===== config.mk =====
export PLATFORM = sky130hd
export DESIGN_NAME = pulse_pair_coincidence_top
export DESIGN_NICKNAME = d
export VERILOG_FILES = /design/src/ppc_pkg.sv /design/src/pulse_pair_coincidence_top.sv /design/src/ppc_front.sv /design/src/ppc_queue.sv /design/src/ppc_back.sv
export SDC_FILE = /design/constraint.sdc
export NUM_CORES = 2
export LEC_CHECK = 0
export ABC_AREA = 1
export ABC_CLOCK_PERIOD_IN_PS = 23600
export BUFFER_PORTS_ARGS = -buffer_cell sky130_fd_sc_hd__buf_2
export CAP_MARGIN = 20
export CORE_MARGIN = 2
export CORE_UTILIZATION = 49
export DETAILED_ROUTE_END_ITERATION = 16
export PLACE_DENSITY = 0.75
export SYNTH_ARGS = -nofsm -noshare
export SYNTH_HDL_FRONTEND = slang
export SYNTH_SLANG_ARGS = --single-unit

===== constraint.sdc =====
create_clock -name clk -period 23.6 [get_ports clk]
set_input_delay 2.36 -clock clk [delete_from_list [all_inputs] [get_ports clk]]
set_output_delay 2.36 -clock clk [all_outputs]
set_load 0.1 [all_outputs]

===== src/ppc_pkg.sv =====
// ----------------------------------------------------------------------------
// ppc_pkg
// shared types and constants of the pulse pair coincidence block
// ----------------------------------------------------------------------------
package ppc_pkg;

    // capacity of the stored pulse-time file
    localparam int MAX_PULSES = 16;
    localparam int IDX_W      = $clog2(MAX_PULSES);
    localparam int CNT_W      = $clog2(MAX_PULSES + 1);

    // work queue between front and back
    localparam int WQ_DEPTH = 4;
    localparam int WQ_PTR_W = $clog2(WQ_DEPTH);
    localparam int WQ_CNT_W = $clog2(WQ_DEPTH + 1);

    // result queue at the output
    localparam int RQ_DEPTH = 2;
    localparam int RQ_PTR_W = $clog2(RQ_DEPTH);
    localparam int RQ_CNT_W = $clog2(RQ_DEPTH + 1);

    localparam int DATA_W = 16;
    localparam int APB_W  = 32;
    localparam int ADDR_W = 3;

    // register index, taken from paddr[2]
    localparam logic REG_TIME_WINDOW   = 1'b0;
    localparam logic REG_AMP_THRESHOLD = 1'b1;

    localparam logic [DATA_W-1:0] TIME_WINDOW_RST   = 16'd80;
    localparam logic [DATA_W-1:0] AMP_THRESHOLD_RST = 16'd1600;

    // one classified pulse
    typedef struct packed {
        logic [DATA_W-1:0] peak_time;
        logic              qual;
        logic              last;
    } item_t;

    // one event result
    typedef struct packed {
        logic found;
        logic overflowed;
    } result_t;

    // work queue status seen by the front
    typedef struct packed {
        logic full;
        logic empty;
    } wq_stat_t;

endpackage


===== src/pulse_pair_coincidence_top.sv =====
// ----------------------------------------------------------------------------
// pulse_pair_coincidence_top
// time-window coincidence detector over the qualifying pulses of an event
// ----------------------------------------------------------------------------
//
// channel   direction  handshake            payload
// -------   ---------  -------------------  ---------------------------------
// pulse     in         push / full          peak_time, pulse_amplitude,
//                                           last_pulse
// result    out        pop / empty          coincidence_found,
//                                           buffer_overflowed
// config    in         psel/penable/pwrite  paddr, pwdata, prdata, pready
//
// one pulse per cycle sustained while the result queue has room; each pulse is
// compared with all stored times at once; a last pulse passes the input
// register, work queue and compare bank, then its result enters the result queue
// reset clears all control state; the stored-time file needs no clearing pass
// a held-off pop fills the two-entry result queue, then the four-entry work
// queue, then the input register, and only then does full rise
//
module pulse_pair_coincidence_top
(
    input  logic                               clk,
    input  logic                               rst_n,
    // pulse channel
    input  logic                               push,
    output logic                               full,
    input  logic [ppc_pkg::DATA_W-1:0]         peak_time,
    input  logic signed [ppc_pkg::DATA_W-1:0]  pulse_amplitude,
    input  logic                               last_pulse,
    // result channel
    output logic                               empty,
    input  logic                               pop,
    output logic                               coincidence_found,
    output logic                               buffer_overflowed,
    // configuration port
    input  logic                               psel,
    input  logic                               penable,
    input  logic                               pwrite,
    input  logic [ppc_pkg::ADDR_W-1:0]         paddr,
    input  logic [ppc_pkg::APB_W-1:0]          pwdata,
    output logic [ppc_pkg::APB_W-1:0]          prdata,
    output logic                               pready
);

    // configuration registers
    logic [ppc_pkg::DATA_W-1:0]        time_window_reg;
    logic signed [ppc_pkg::DATA_W-1:0] amp_threshold_reg;
    logic                              cfg_wr;

    // front to work queue
    logic              wq_push;
    ppc_pkg::item_t    wq_in_item;
    ppc_pkg::wq_stat_t wq_stat;

    // work queue to back
    logic              wq_pop;
    ppc_pkg::item_t    wq_out_item;

    // ------------------------------------------------------------------
    // configuration port: zero wait states, register picked by paddr[2]
    // ------------------------------------------------------------------
    assign pready = 1'b1;
    assign cfg_wr = psel && penable && pwrite && pready;

    always_ff @(posedge clk or negedge rst_n)
    begin
        if (!rst_n)
        begin
            time_window_reg   <= ppc_pkg::TIME_WINDOW_RST;
            amp_threshold_reg <= ppc_pkg::AMP_THRESHOLD_RST;
        end
        else if (cfg_wr)
        begin
            unique case (paddr[2])
                ppc_pkg::REG_TIME_WINDOW:
                begin
                    time_window_reg <= pwdata[ppc_pkg::DATA_W-1:0];
                end
                ppc_pkg::REG_AMP_THRESHOLD:
                begin
                    amp_threshold_reg <= pwdata[ppc_pkg::DATA_W-1:0];
                end
                default:
                begin
                    time_window_reg <= time_window_reg;
                end
            endcase
        end
    end

    // read back; threshold returns sign extended
    always_comb
    begin
        unique case (paddr[2])
            ppc_pkg::REG_TIME_WINDOW:
            begin
                prdata = {{(ppc_pkg::APB_W-ppc_pkg::DATA_W){1'b0}}, time_window_reg};
            end
            ppc_pkg::REG_AMP_THRESHOLD:
            begin
                prdata = {{(ppc_pkg::APB_W-ppc_pkg::DATA_W){amp_threshold_reg[ppc_pkg::DATA_W-1]}},
                          amp_threshold_reg};
            end
            default:
            begin
                prdata = '0;
            end
        endcase
    end

    // ------------------------------------------------------------------
    // front: accept beat, classify against threshold
    // ------------------------------------------------------------------
    ppc_front u_front
    (
        .clk                 (clk),
        .rst_n               (rst_n),
        .push                (push),
        .full                (full),
        .peak_time           (peak_time),
        .pulse_amplitude     (pulse_amplitude),
        .last_pulse          (last_pulse),
        .amplitude_threshold (amp_threshold_reg),
        .wq_stat             (wq_stat),
        .wq_push             (wq_push),
        .wq_item             (wq_in_item)
    );

    // ------------------------------------------------------------------
    // work queue: lets front and back stall apart
    // ------------------------------------------------------------------
    ppc_queue u_queue
    (
        .clk       (clk),
        .rst_n     (rst_n),
        .push      (wq_push),
        .push_item (wq_in_item),
        .pop       (wq_pop),
        .pop_item  (wq_out_item),
        .stat      (wq_stat)
    );

    // ------------------------------------------------------------------
    // back: compare bank, event flags, result queue
    // ------------------------------------------------------------------
    ppc_back u_back
    (
        .clk               (clk),
        .rst_n             (rst_n),
        .wq_empty          (wq_stat.empty),
        .wq_item           (wq_out_item),
        .wq_pop            (wq_pop),
        .time_window       (time_window_reg),
        .empty             (empty),
        .pop               (pop),
        .coincidence_found (coincidence_found),
        .buffer_overflowed (buffer_overflowed)
    );

endmodule


===== src/ppc_front.sv =====
// ----------------------------------------------------------------------------
// ppc_front
// input register: accepts pulses and marks the ones at or above threshold
// ----------------------------------------------------------------------------
module ppc_front
(
    input  logic                              clk,
    input  logic                              rst_n,
    input  logic                              push,
    output logic                              full,
    input  logic [ppc_pkg::DATA_W-1:0]        peak_time,
    input  logic signed [ppc_pkg::DATA_W-1:0] pulse_amplitude,
    input  logic                              last_pulse,
    input  logic signed [ppc_pkg::DATA_W-1:0] amplitude_threshold,
    input  ppc_pkg::wq_stat_t                 wq_stat,
    output logic                              wq_push,
    output ppc_pkg::item_t                    wq_item
);

    logic           valid_reg;
    logic           valid_next;
    ppc_pkg::item_t item_reg;
    logic           accept;

    assign full    = valid_reg && wq_stat.full;
    assign accept  = push && !full;
    assign wq_push = valid_reg && !wq_stat.full;
    assign wq_item = item_reg;

    always_comb
    begin
        valid_next = valid_reg;
        if (accept)
        begin
            valid_next = 1'b1;
        end
        else if (wq_push)
        begin
            valid_next = 1'b0;
        end
    end

    always_ff @(posedge clk or negedge rst_n)
    begin
        if (!rst_n)
        begin
            valid_reg <= 1'b0;
        end
        else
        begin
            valid_reg <= valid_next;
        end
    end

    // payload, classified on the way in
    always_ff @(posedge clk)
    begin
        if (accept)
        begin
            item_reg.peak_time <= peak_time;
            item_reg.qual      <= (pulse_amplitude >= amplitude_threshold);
            item_reg.last      <= last_pulse;
        end
    end

endmodule


===== src/ppc_queue.sv =====
// ----------------------------------------------------------------------------
// ppc_queue
// short work queue of classified pulses between front and back
// ----------------------------------------------------------------------------
module ppc_queue
(
    input  logic              clk,
    input  logic              rst_n,
    input  logic              push,
    input  ppc_pkg::item_t    push_item,
    input  logic              pop,
    output ppc_pkg::item_t    pop_item,
    output ppc_pkg::wq_stat_t stat
);

    ppc_pkg::item_t                 mem [ppc_pkg::WQ_DEPTH];
    logic [ppc_pkg::WQ_PTR_W-1:0]   wr_ptr_reg;
    logic [ppc_pkg::WQ_PTR_W-1:0]   wr_ptr_next;
    logic [ppc_pkg::WQ_PTR_W-1:0]   rd_ptr_reg;
    logic [ppc_pkg::WQ_PTR_W-1:0]   rd_ptr_next;
    logic [ppc_pkg::WQ_CNT_W-1:0]   cnt_reg;
    logic [ppc_pkg::WQ_CNT_W-1:0]   cnt_next;
    logic                           do_push;
    logic                           do_pop;

    assign stat.full  = (cnt_reg == ppc_pkg::WQ_CNT_W'(ppc_pkg::WQ_DEPTH));
    assign stat.empty = (cnt_reg == '0);
    assign do_push    = push && !stat.full;
    assign do_pop     = pop && !stat.empty;
    assign pop_item   = mem[rd_ptr_reg];

    always_comb
    begin
        wr_ptr_next = wr_ptr_reg;
        rd_ptr_next = rd_ptr_reg;
        cnt_next    = cnt_reg;
        if (do_push)
        begin
            wr_ptr_next = (wr_ptr_reg == ppc_pkg::WQ_PTR_W'(ppc_pkg::WQ_DEPTH - 1))
                        ? '0 : wr_ptr_reg + 1'b1;
        end
        if (do_pop)
        begin
            rd_ptr_next = (rd_ptr_reg == ppc_pkg::WQ_PTR_W'(ppc_pkg::WQ_DEPTH - 1))
                        ? '0 : rd_ptr_reg + 1'b1;
        end
        if (do_push && !do_pop)
        begin
            cnt_next = cnt_reg + 1'b1;
        end
        else if (do_pop && !do_push)
        begin
            cnt_next = cnt_reg - 1'b1;
        end
    end

    always_ff @(posedge clk or negedge rst_n)
    begin
        if (!rst_n)
        begin
            wr_ptr_reg <= '0;
            rd_ptr_reg <= '0;
            cnt_reg    <= '0;
        end
        else
        begin
            wr_ptr_reg <= wr_ptr_next;
            rd_ptr_reg <= rd_ptr_next;
            cnt_reg    <= cnt_next;
        end
    end

    always_ff @(posedge clk)
    begin
        if (do_push)
        begin
            mem[wr_ptr_reg] <= push_item;
        end
    end

`ifndef SYNTHESIS
    // occupancy stays within the storage
    a_wq_bound: assert property (@(posedge clk) disable iff (!rst_n)
        cnt_reg <= ppc_pkg::WQ_CNT_W'(ppc_pkg::WQ_DEPTH))
        else $error("work queue occupancy beyond depth");
`endif

endmodule


===== src/ppc_back.sv =====
// ----------------------------------------------------------------------------
// ppc_back
// compare bank against stored pulse times, event flags and result queue
// ----------------------------------------------------------------------------
module ppc_back
(
    input  logic                       clk,
    input  logic                       rst_n,
    input  logic                       wq_empty,
    input  ppc_pkg::item_t             wq_item,
    output logic                       wq_pop,
    input  logic [ppc_pkg::DATA_W-1:0] time_window,
    output logic                       empty,
    input  logic                       pop,
    output logic                       coincidence_found,
    output logic                       buffer_overflowed
);

    logic [ppc_pkg::DATA_W-1:0]   times_reg [ppc_pkg::MAX_PULSES];
    logic [ppc_pkg::CNT_W-1:0]    cnt_reg;
    logic [ppc_pkg::CNT_W-1:0]    cnt_next;
    logic                         found_reg;
    logic                         found_next;
    logic                         ovf_reg;
    logic                         ovf_next;
    logic [ppc_pkg::MAX_PULSES-1:0] hit;
    logic                         room;
    logic                         store;

    ppc_pkg::result_t             rq [ppc_pkg::RQ_DEPTH];
    logic [ppc_pkg::RQ_PTR_W-1:0] rq_wr_reg;
    logic [ppc_pkg::RQ_PTR_W-1:0] rq_rd_reg;
    logic [ppc_pkg::RQ_CNT_W-1:0] rq_cnt_reg;
    logic [ppc_pkg::RQ_CNT_W-1:0] rq_cnt_next;
    logic                         rq_full;
    logic                         rq_push;
    logic                         rq_pop;
    ppc_pkg::result_t             res;

    assign rq_full = (rq_cnt_reg == ppc_pkg::RQ_CNT_W'(ppc_pkg::RQ_DEPTH));
    assign empty   = (rq_cnt_reg == '0);
    assign rq_pop  = pop && !empty;
    assign coincidence_found = rq[rq_rd_reg].found;
    assign buffer_overflowed = rq[rq_rd_reg].overflowed;

    // a last pulse needs a free result slot
    assign wq_pop  = !wq_empty && (!wq_item.last || !rq_full);
    assign rq_push = wq_pop && wq_item.last;

    // one comparator per stored entry
    always_comb
    begin
        logic [ppc_pkg::DATA_W-1:0] diff;
        for (int i = 0; i < ppc_pkg::MAX_PULSES; i++)
        begin
            diff = (wq_item.peak_time >= times_reg[i])
                 ? wq_item.peak_time - times_reg[i]
                 : times_reg[i] - wq_item.peak_time;
            hit[i] = (ppc_pkg::CNT_W'(i) < cnt_reg) && (diff < time_window);
        end
    end

    assign room  = (cnt_reg < ppc_pkg::CNT_W'(ppc_pkg::MAX_PULSES));
    assign store = wq_pop && wq_item.qual && room;

    always_comb
    begin
        cnt_next   = cnt_reg;
        found_next = found_reg;
        ovf_next   = ovf_reg;
        if (wq_pop && wq_item.qual)
        begin
            found_next = found_reg || (|hit);
            if (room)
            begin
                cnt_next = cnt_reg + 1'b1;
            end
            else
            begin
                ovf_next = 1'b1;
            end
        end
        res.found      = found_next;
        res.overflowed = ovf_next;
        // event ends: clear for the next one
        if (rq_push)
        begin
            cnt_next   = '0;
            found_next = 1'b0;
            ovf_next   = 1'b0;
        end
    end

    always_comb
    begin
        rq_cnt_next = rq_cnt_reg;
        if (rq_push && !rq_pop)
        begin
            rq_cnt_next = rq_cnt_reg + 1'b1;
        end
        else if (rq_pop && !rq_push)
        begin
            rq_cnt_next = rq_cnt_reg - 1'b1;
        end
    end

    always_ff @(posedge clk or negedge rst_n)
    begin
        if (!rst_n)
        begin
            cnt_reg    <= '0;
            found_reg  <= 1'b0;
            ovf_reg    <= 1'b0;
            rq_wr_reg  <= '0;
            rq_rd_reg  <= '0;
            rq_cnt_reg <= '0;
        end
        else
        begin
            cnt_reg    <= cnt_next;
            found_reg  <= found_next;
            ovf_reg    <= ovf_next;
            rq_cnt_reg <= rq_cnt_next;
            if (rq_push)
            begin
                rq_wr_reg <= (rq_wr_reg == ppc_pkg::RQ_PTR_W'(ppc_pkg::RQ_DEPTH - 1))
                           ? '0 : rq_wr_reg + 1'b1;
            end
            if (rq_pop)
            begin
                rq_rd_reg <= (rq_rd_reg == ppc_pkg::RQ_PTR_W'(ppc_pkg::RQ_DEPTH - 1))
                           ? '0 : rq_rd_reg + 1'b1;
            end
        end
    end

    always_ff @(posedge clk)
    begin
        if (store)
        begin
            times_reg[cnt_reg[ppc_pkg::IDX_W-1:0]] <= wq_item.peak_time;
        end
        if (rq_push)
        begin
            rq[rq_wr_reg] <= res;
        end
    end

`ifndef SYNTHESIS
    a_cnt_bound: assert property (@(posedge clk) disable iff (!rst_n)
        cnt_reg <= ppc_pkg::CNT_W'(ppc_pkg::MAX_PULSES))
        else $error("stored pulse count beyond capacity");

    a_ovf_full: assert property (@(posedge clk) disable iff (!rst_n)
        ovf_reg |-> (cnt_reg == ppc_pkg::CNT_W'(ppc_pkg::MAX_PULSES)))
        else $error("overflow flagged with free entries");

    a_event_clear: assert property (@(posedge clk) disable iff (!rst_n)
        rq_push |=> (cnt_reg == '0) && !found_reg && !ovf_reg)
        else $error("event state not cleared after last pulse");
`endif

endmodule

Yosys cells after proc, flatten, opt, wreduce, memory -nomap -nowiden
Memory sizes are Yosys's and may differ from the RTL's.
Cells that the tools add are included.

cells by class
  bitwise gates (word level) = 1
  reduce and logical (&&, ||, !) cells = 55
  add/sub/neg operators = 41
  $lt $le $gt $ge = 50
  mux-type cells = 41
  eq/ne operators = 4

operator list
  cell                   number
  $sub A16 B16 Y16       32
  $ge A16 B16 Y1         17
  $lt A16 B16 Y1         16
  $mux W16               16
  $pmux W32 S2           1
  $lt A4 B5 Y1 const A   8
  $logic_and A1 B1 Y1    32
  $lt A3 B5 Y1 const A   4
  $reduce_or A16 Y1      1
  $mux W1                15
  $mux W5                3
  $logic_not A1 Y1       10
  $lt A1 B5 Y1 const A   2
  $lt A2 B5 Y1 const A   2
  $reduce_bool A2 Y1     5
  $mux W2                4
  $add A2 B1 Y2 const B  3
  $eq A2 B2 Y1 const B   3
  $mux W3                2
  $reduce_and A2 Y1      3
  $add A5 B1 Y5 const B  1
  $lt A5 B5 Y1 const B   1
  $add A3 B1 Y3 const B  1
  $eq A3 B3 Y1 const B   1
  other kinds (7)        9

word-level totals
  RAM bits = 332
  word-level logic and storage cells = 210
  input bits = 75
  memories kept = 3
  register bits = 69
  output and inout port bits = 37

memory list
  memory            words  bits a word  read ports  clocked after Yosys merged registers in  write ports  RTL line         text
  u_back.times_reg  16     16           16          0                                        1            ppc_back.sv:19   logic [ppc_pkg::DATA_W-1:0] times_reg [ppc_pkg::MAX_PULSES];
  u_queue.mem       4      18           1           0                                        1            ppc_queue.sv:16  ppc_pkg::item_t mem [ppc_pkg::WQ_DEPTH];
  u_back.rq         2      2            1           0                                        1            ppc_back.sv:30   ppc_pkg::result_t rq [ppc_pkg::RQ_DEPTH];

Logic depth before layout (Yosys ltp)
  depth after elaboration = 9
  depth in mapped cells = 34
  gate-level depth less buffers = 32

Hierarchy
Synthesis repeated with hierarchy kept, for this count alone.

unflattened totals
  cell total of the unflattened synthesis = 6095
  area total of the unflattened synthesis = 45003.2 sq um

by module, submodules not included
  module                      cells an instance  instances  area each (sq um)  sequential area each (sq um)
  ppc_back                    5513               1          38979.9            8082.8
  ppc_queue                   270                1          3353.2             2337.2
  pulse_pair_coincidence_top  212                1          1627.8             807.0
  ppc_front                   100                1          1042.2             565.5

Worst setup path after synthesis
Ideal clock, no wire load.

  path type = flip-flop to flip-flop
  start = register u_queue.rd_ptr_reg[0] in the netlist's numbering
  end = memory u_back.rq[0][1] in the netlist's numbering, data pin
  required time = 23.333 ns
  clock period less this slack = 8.894 ns
  data arrival time = 8.627 ns
  cell stages (with the launch flop) = 32
  setup slack = 14.706 ns
  path through = dfrtp_1 > buf_2 > buf_1 > nand2_1 > a32oi_1 > inv_1 > ha_1 > nand2_1 > o21ai_0 > nand2_1 > nand2_1 > a21boi_0 > o21ai_0 > nand2_1 > nand2_1 > nand2_1 > nand2_1 > nand2_1 > nand2_1 > inv_1 > ha_1 > nand2_1 > inv_1 > nand3_1 > a21oi_1 > nor2_1 > nand2_1 > nand2_1 > nor2_1 > nand2_1 > o21ai_0 > nand2_1

RTL lines
  item                    RTL line         text
  from (decl)             ppc_queue.sv:19  logic [ppc_pkg::WQ_PTR_W-1:0] rd_ptr_reg;
  from (signal assigned)  ppc_queue.sv:68  rd_ptr_reg <= rd_ptr_next;
  to (decl)               ppc_back.sv:30

==> results.json <==
{
  "status": "finished, final reports clean",
  "rows": 110,
  "required_ns": 23.98,
  "die_y_um": 305,
  "yosys_warnings": 0,
  "fin_crit_sh_pct": 30.3,
  "start_kind": "flop",
  "htree_num_levels": 2,
  "fmax_ghz": 0.140,
  "use_met1_pct": 39.2,
  "num_antenna_cells": 0,
  "synth_area_per_cell_um2": 7.50,
  "hold_viol": 0,
  "syn_inst": 5929,
  "critPathKind": "reg -> reg",
  "cpMostUsedCell": "nand2_1",
  "synth-seq-cells": 401,
  "max_cap_viol_count": 0,
  "grt_util_met2_pct": 47.0,
  "largest_reg_flops": 256,
  "skew_ns": 0.0609,
  "final_cell_mix": "nand2_1 (1474), inv_1 (882), ha_1 (763)",
  "die_w_um": 305,
  "worstSkewPairLatency_ns": 0.64,
  "setup_tns_ns": 0,
  "use_met3_pct": 3.36,
  "synth_edf_count": 350,
  "cp.arrival_ns": 7.53,
  "final_common_cell": "nand2_1",
  "dieArea_um2": 93200,
  "grt_first_pass_wirelength_um": 211000,
  "grtUsageTotal_pct": 28.9,
  "core_area_um2": 90000,
  "synthFlopType": "edfxtp_1",
  "numPortBuffers": 92,
  "async_flop_share_pct": 12.7,
  "dpl.hpwl_um": 96400,
  "cp_slowest_stage_delay_ns": 0.65,
  "path_delay_family": "buffers and inverters",
  "grt-ovfl-total": 0,
  "worst-path-buf-inv": 9,
  "synth_cell_type_count": 58,
  "clockBufferDepth": 3,
  "start_util_pct": 49.4,
  "clk_pin_slew_ns": 0.06,
  "viasPerCell": 5.54,
  "path_max_fanout": 39,
  "gp_congestion": 0.968,
  "first_pass_iters": 6,
  "yosysSeqAreaShare_pct": 26.5,
  "wl_per_cell_um": 19.1,
  "syn_area_um2": 44500,
  "max-slew-margin-rel_pct": 33.5,
  "nNetsFinal": 6894,
  "clock-sinks": 401,
  "postRouteWirelength_um": 138000,
  "grt_pass1_vias": 38074,
  "cts_buffers": 47,
  "hp-class": "reg -> reg",
  "area_growth_pct": 8.03,
  "grt_max_degree": 52,
  "cts_hold_buf": 0,
  "synth_fp_nets": 6800,
  "setup_viol": 0,
  "period_minus_slack_ns": 7.16,
  "ant_nets": 0,
  "io_pins": 112,
  "rsz0062_at_grt": "false",
  "first_iter_violations": 3528,
  "cts.repair.resized": 0,
  "slowest_stage": "inv_1",
  "drive_above_1_share_pct": 6.34,
  "maxSlewViolCount": 0,
  "vias": 40127,
  "cts_root_buf": "clkbuf_16",
  "endpoint_kind": "flop",
  "nFillCells": 8637,
  "drc": 0,
  "hold_ws_ns": 0.487,
  "antenna_found_initial": 2,
  "max_slew.worst_pin.slew_ns": 0.997,
  "cts_setup_buffers": 0,
  "cts_tree": "built",
  "top_usage_layer": "met2"
}
stage by stage:
step / instance area [µm²] / std cells / setup WS, ns / util (%)
2_1_floorplan: 44500 / 5929 / 14.71 / -
3_3_place_gp: 46500 / 7150 / 16.63 / 51.6
3_5_place_dp: 46500 / 7150 / 16.49 / 51.6
4_1_cts: 48000 / 7237 / 16.48 / 53.4
5_1_grt: 48000 / 7237 / 15.93 / 53.4
6_report: 48000 / 7237 / 16.44 / 53.4
worst min-delay path, stage by stage (launching register included):
cell	delay, ns
dfrtp_1	0.34
nand2_1	0.05
o21ai_0	0.06
worst paths after layout:
kind | from | end | slack [ns] | cells past startpoint
setup / recovery | u_queue.rd_ptr_reg[0]$_DFFE_PN0P_ | u_back.rq[0][1]$_DFFE_PP_ | 16.44 | 33
min in group asynchronous | rst_n | u_queue.cnt_reg[1]$_DFFE_PN0P_ | 1.85 | 2
max in group asynchronous | rst_n | u_back.cnt_reg[2]$_DFFE_PN0P_ | 21.25 | 2
hold reg to reg | time_window_reg[13]$_DFFE_PN0P_ | time_window_reg[13]$_DFFE_PN0P_ | 0.49 | 2
hold / removal | time_window_reg[13]$_DFFE_PN0P_ | time_window_reg[13]$_DFFE_PN0P_ | 0.49 | 2
setup reg to reg | u_queue.rd_ptr_reg[0]$_DFFE_PN0P_ | u_back.rq[0][1]$_DFFE_PP_ | 16.44 | 33
area by class of cell:
cell class,count,area [µm²],share of cell area (%)
inverter,922,3480,7.24
clock buffer,55,1230,2.55
clock inverter,32,350,0.729
tap,1176,1470,3.06
multi-input combinational,4484,28700,59.7
timing repair buffer,167,1020,2.13
sequential,401,11800,24.5
synthesized netlist by cell type (all sizes together) (6+ instances only):
cell type  number  area share (%)
nand2        1483              13
inv           918             7.8
ha            763              21
a21oi         653             7.5
o21ai         479             5.5
nor2          387             3.3
edfxtp        350              24
xor2          180             3.5
nand3         122             1.8
buf           100             1.6
xnor2          90             1.8
a21o           56            0.95
dfrtp          46             2.6
o21bai         42            0.71
fa             33             1.5
nor3           33            0.59
nand4          23            0.34
clkbuf         22            0.21
o21a           20            0.34
o211ai         18            0.30
a32oi          15            0.30
o2111ai        15            0.30
and2           12            0.17
a21boi         11            0.19
o31ai           8            0.14
or2             8            0.11
a211oi          6            0.10
kinds of logic (layout without fill, tap and decap cells):
logic type                 after synthesis  in the layout  share of synthesized area, %
and+or+nand+nor                       2075           2075                          19.0
AOI/OAI and AO/OA                     1342           1342                          16.6
buffers and inverters                 1044           1176                          9.62
adders and majority gates              796            796                          23.0
DFF                                    401            401                          26.5
xor gates and xnor gates               270            270                          5.32
other                                    1              1                       0.00843
per-layer routing:
layer  vias to the layer above  wire [µm]
met1                     18609      60100
li1                      19700          -
met5                         -          0
met3                       330      10400
met4                         0       6680
met2                      1488      61000
Power is not shown: default switching activity piles up to over one toggle a cycle in this logic, so the estimate is an artifact.
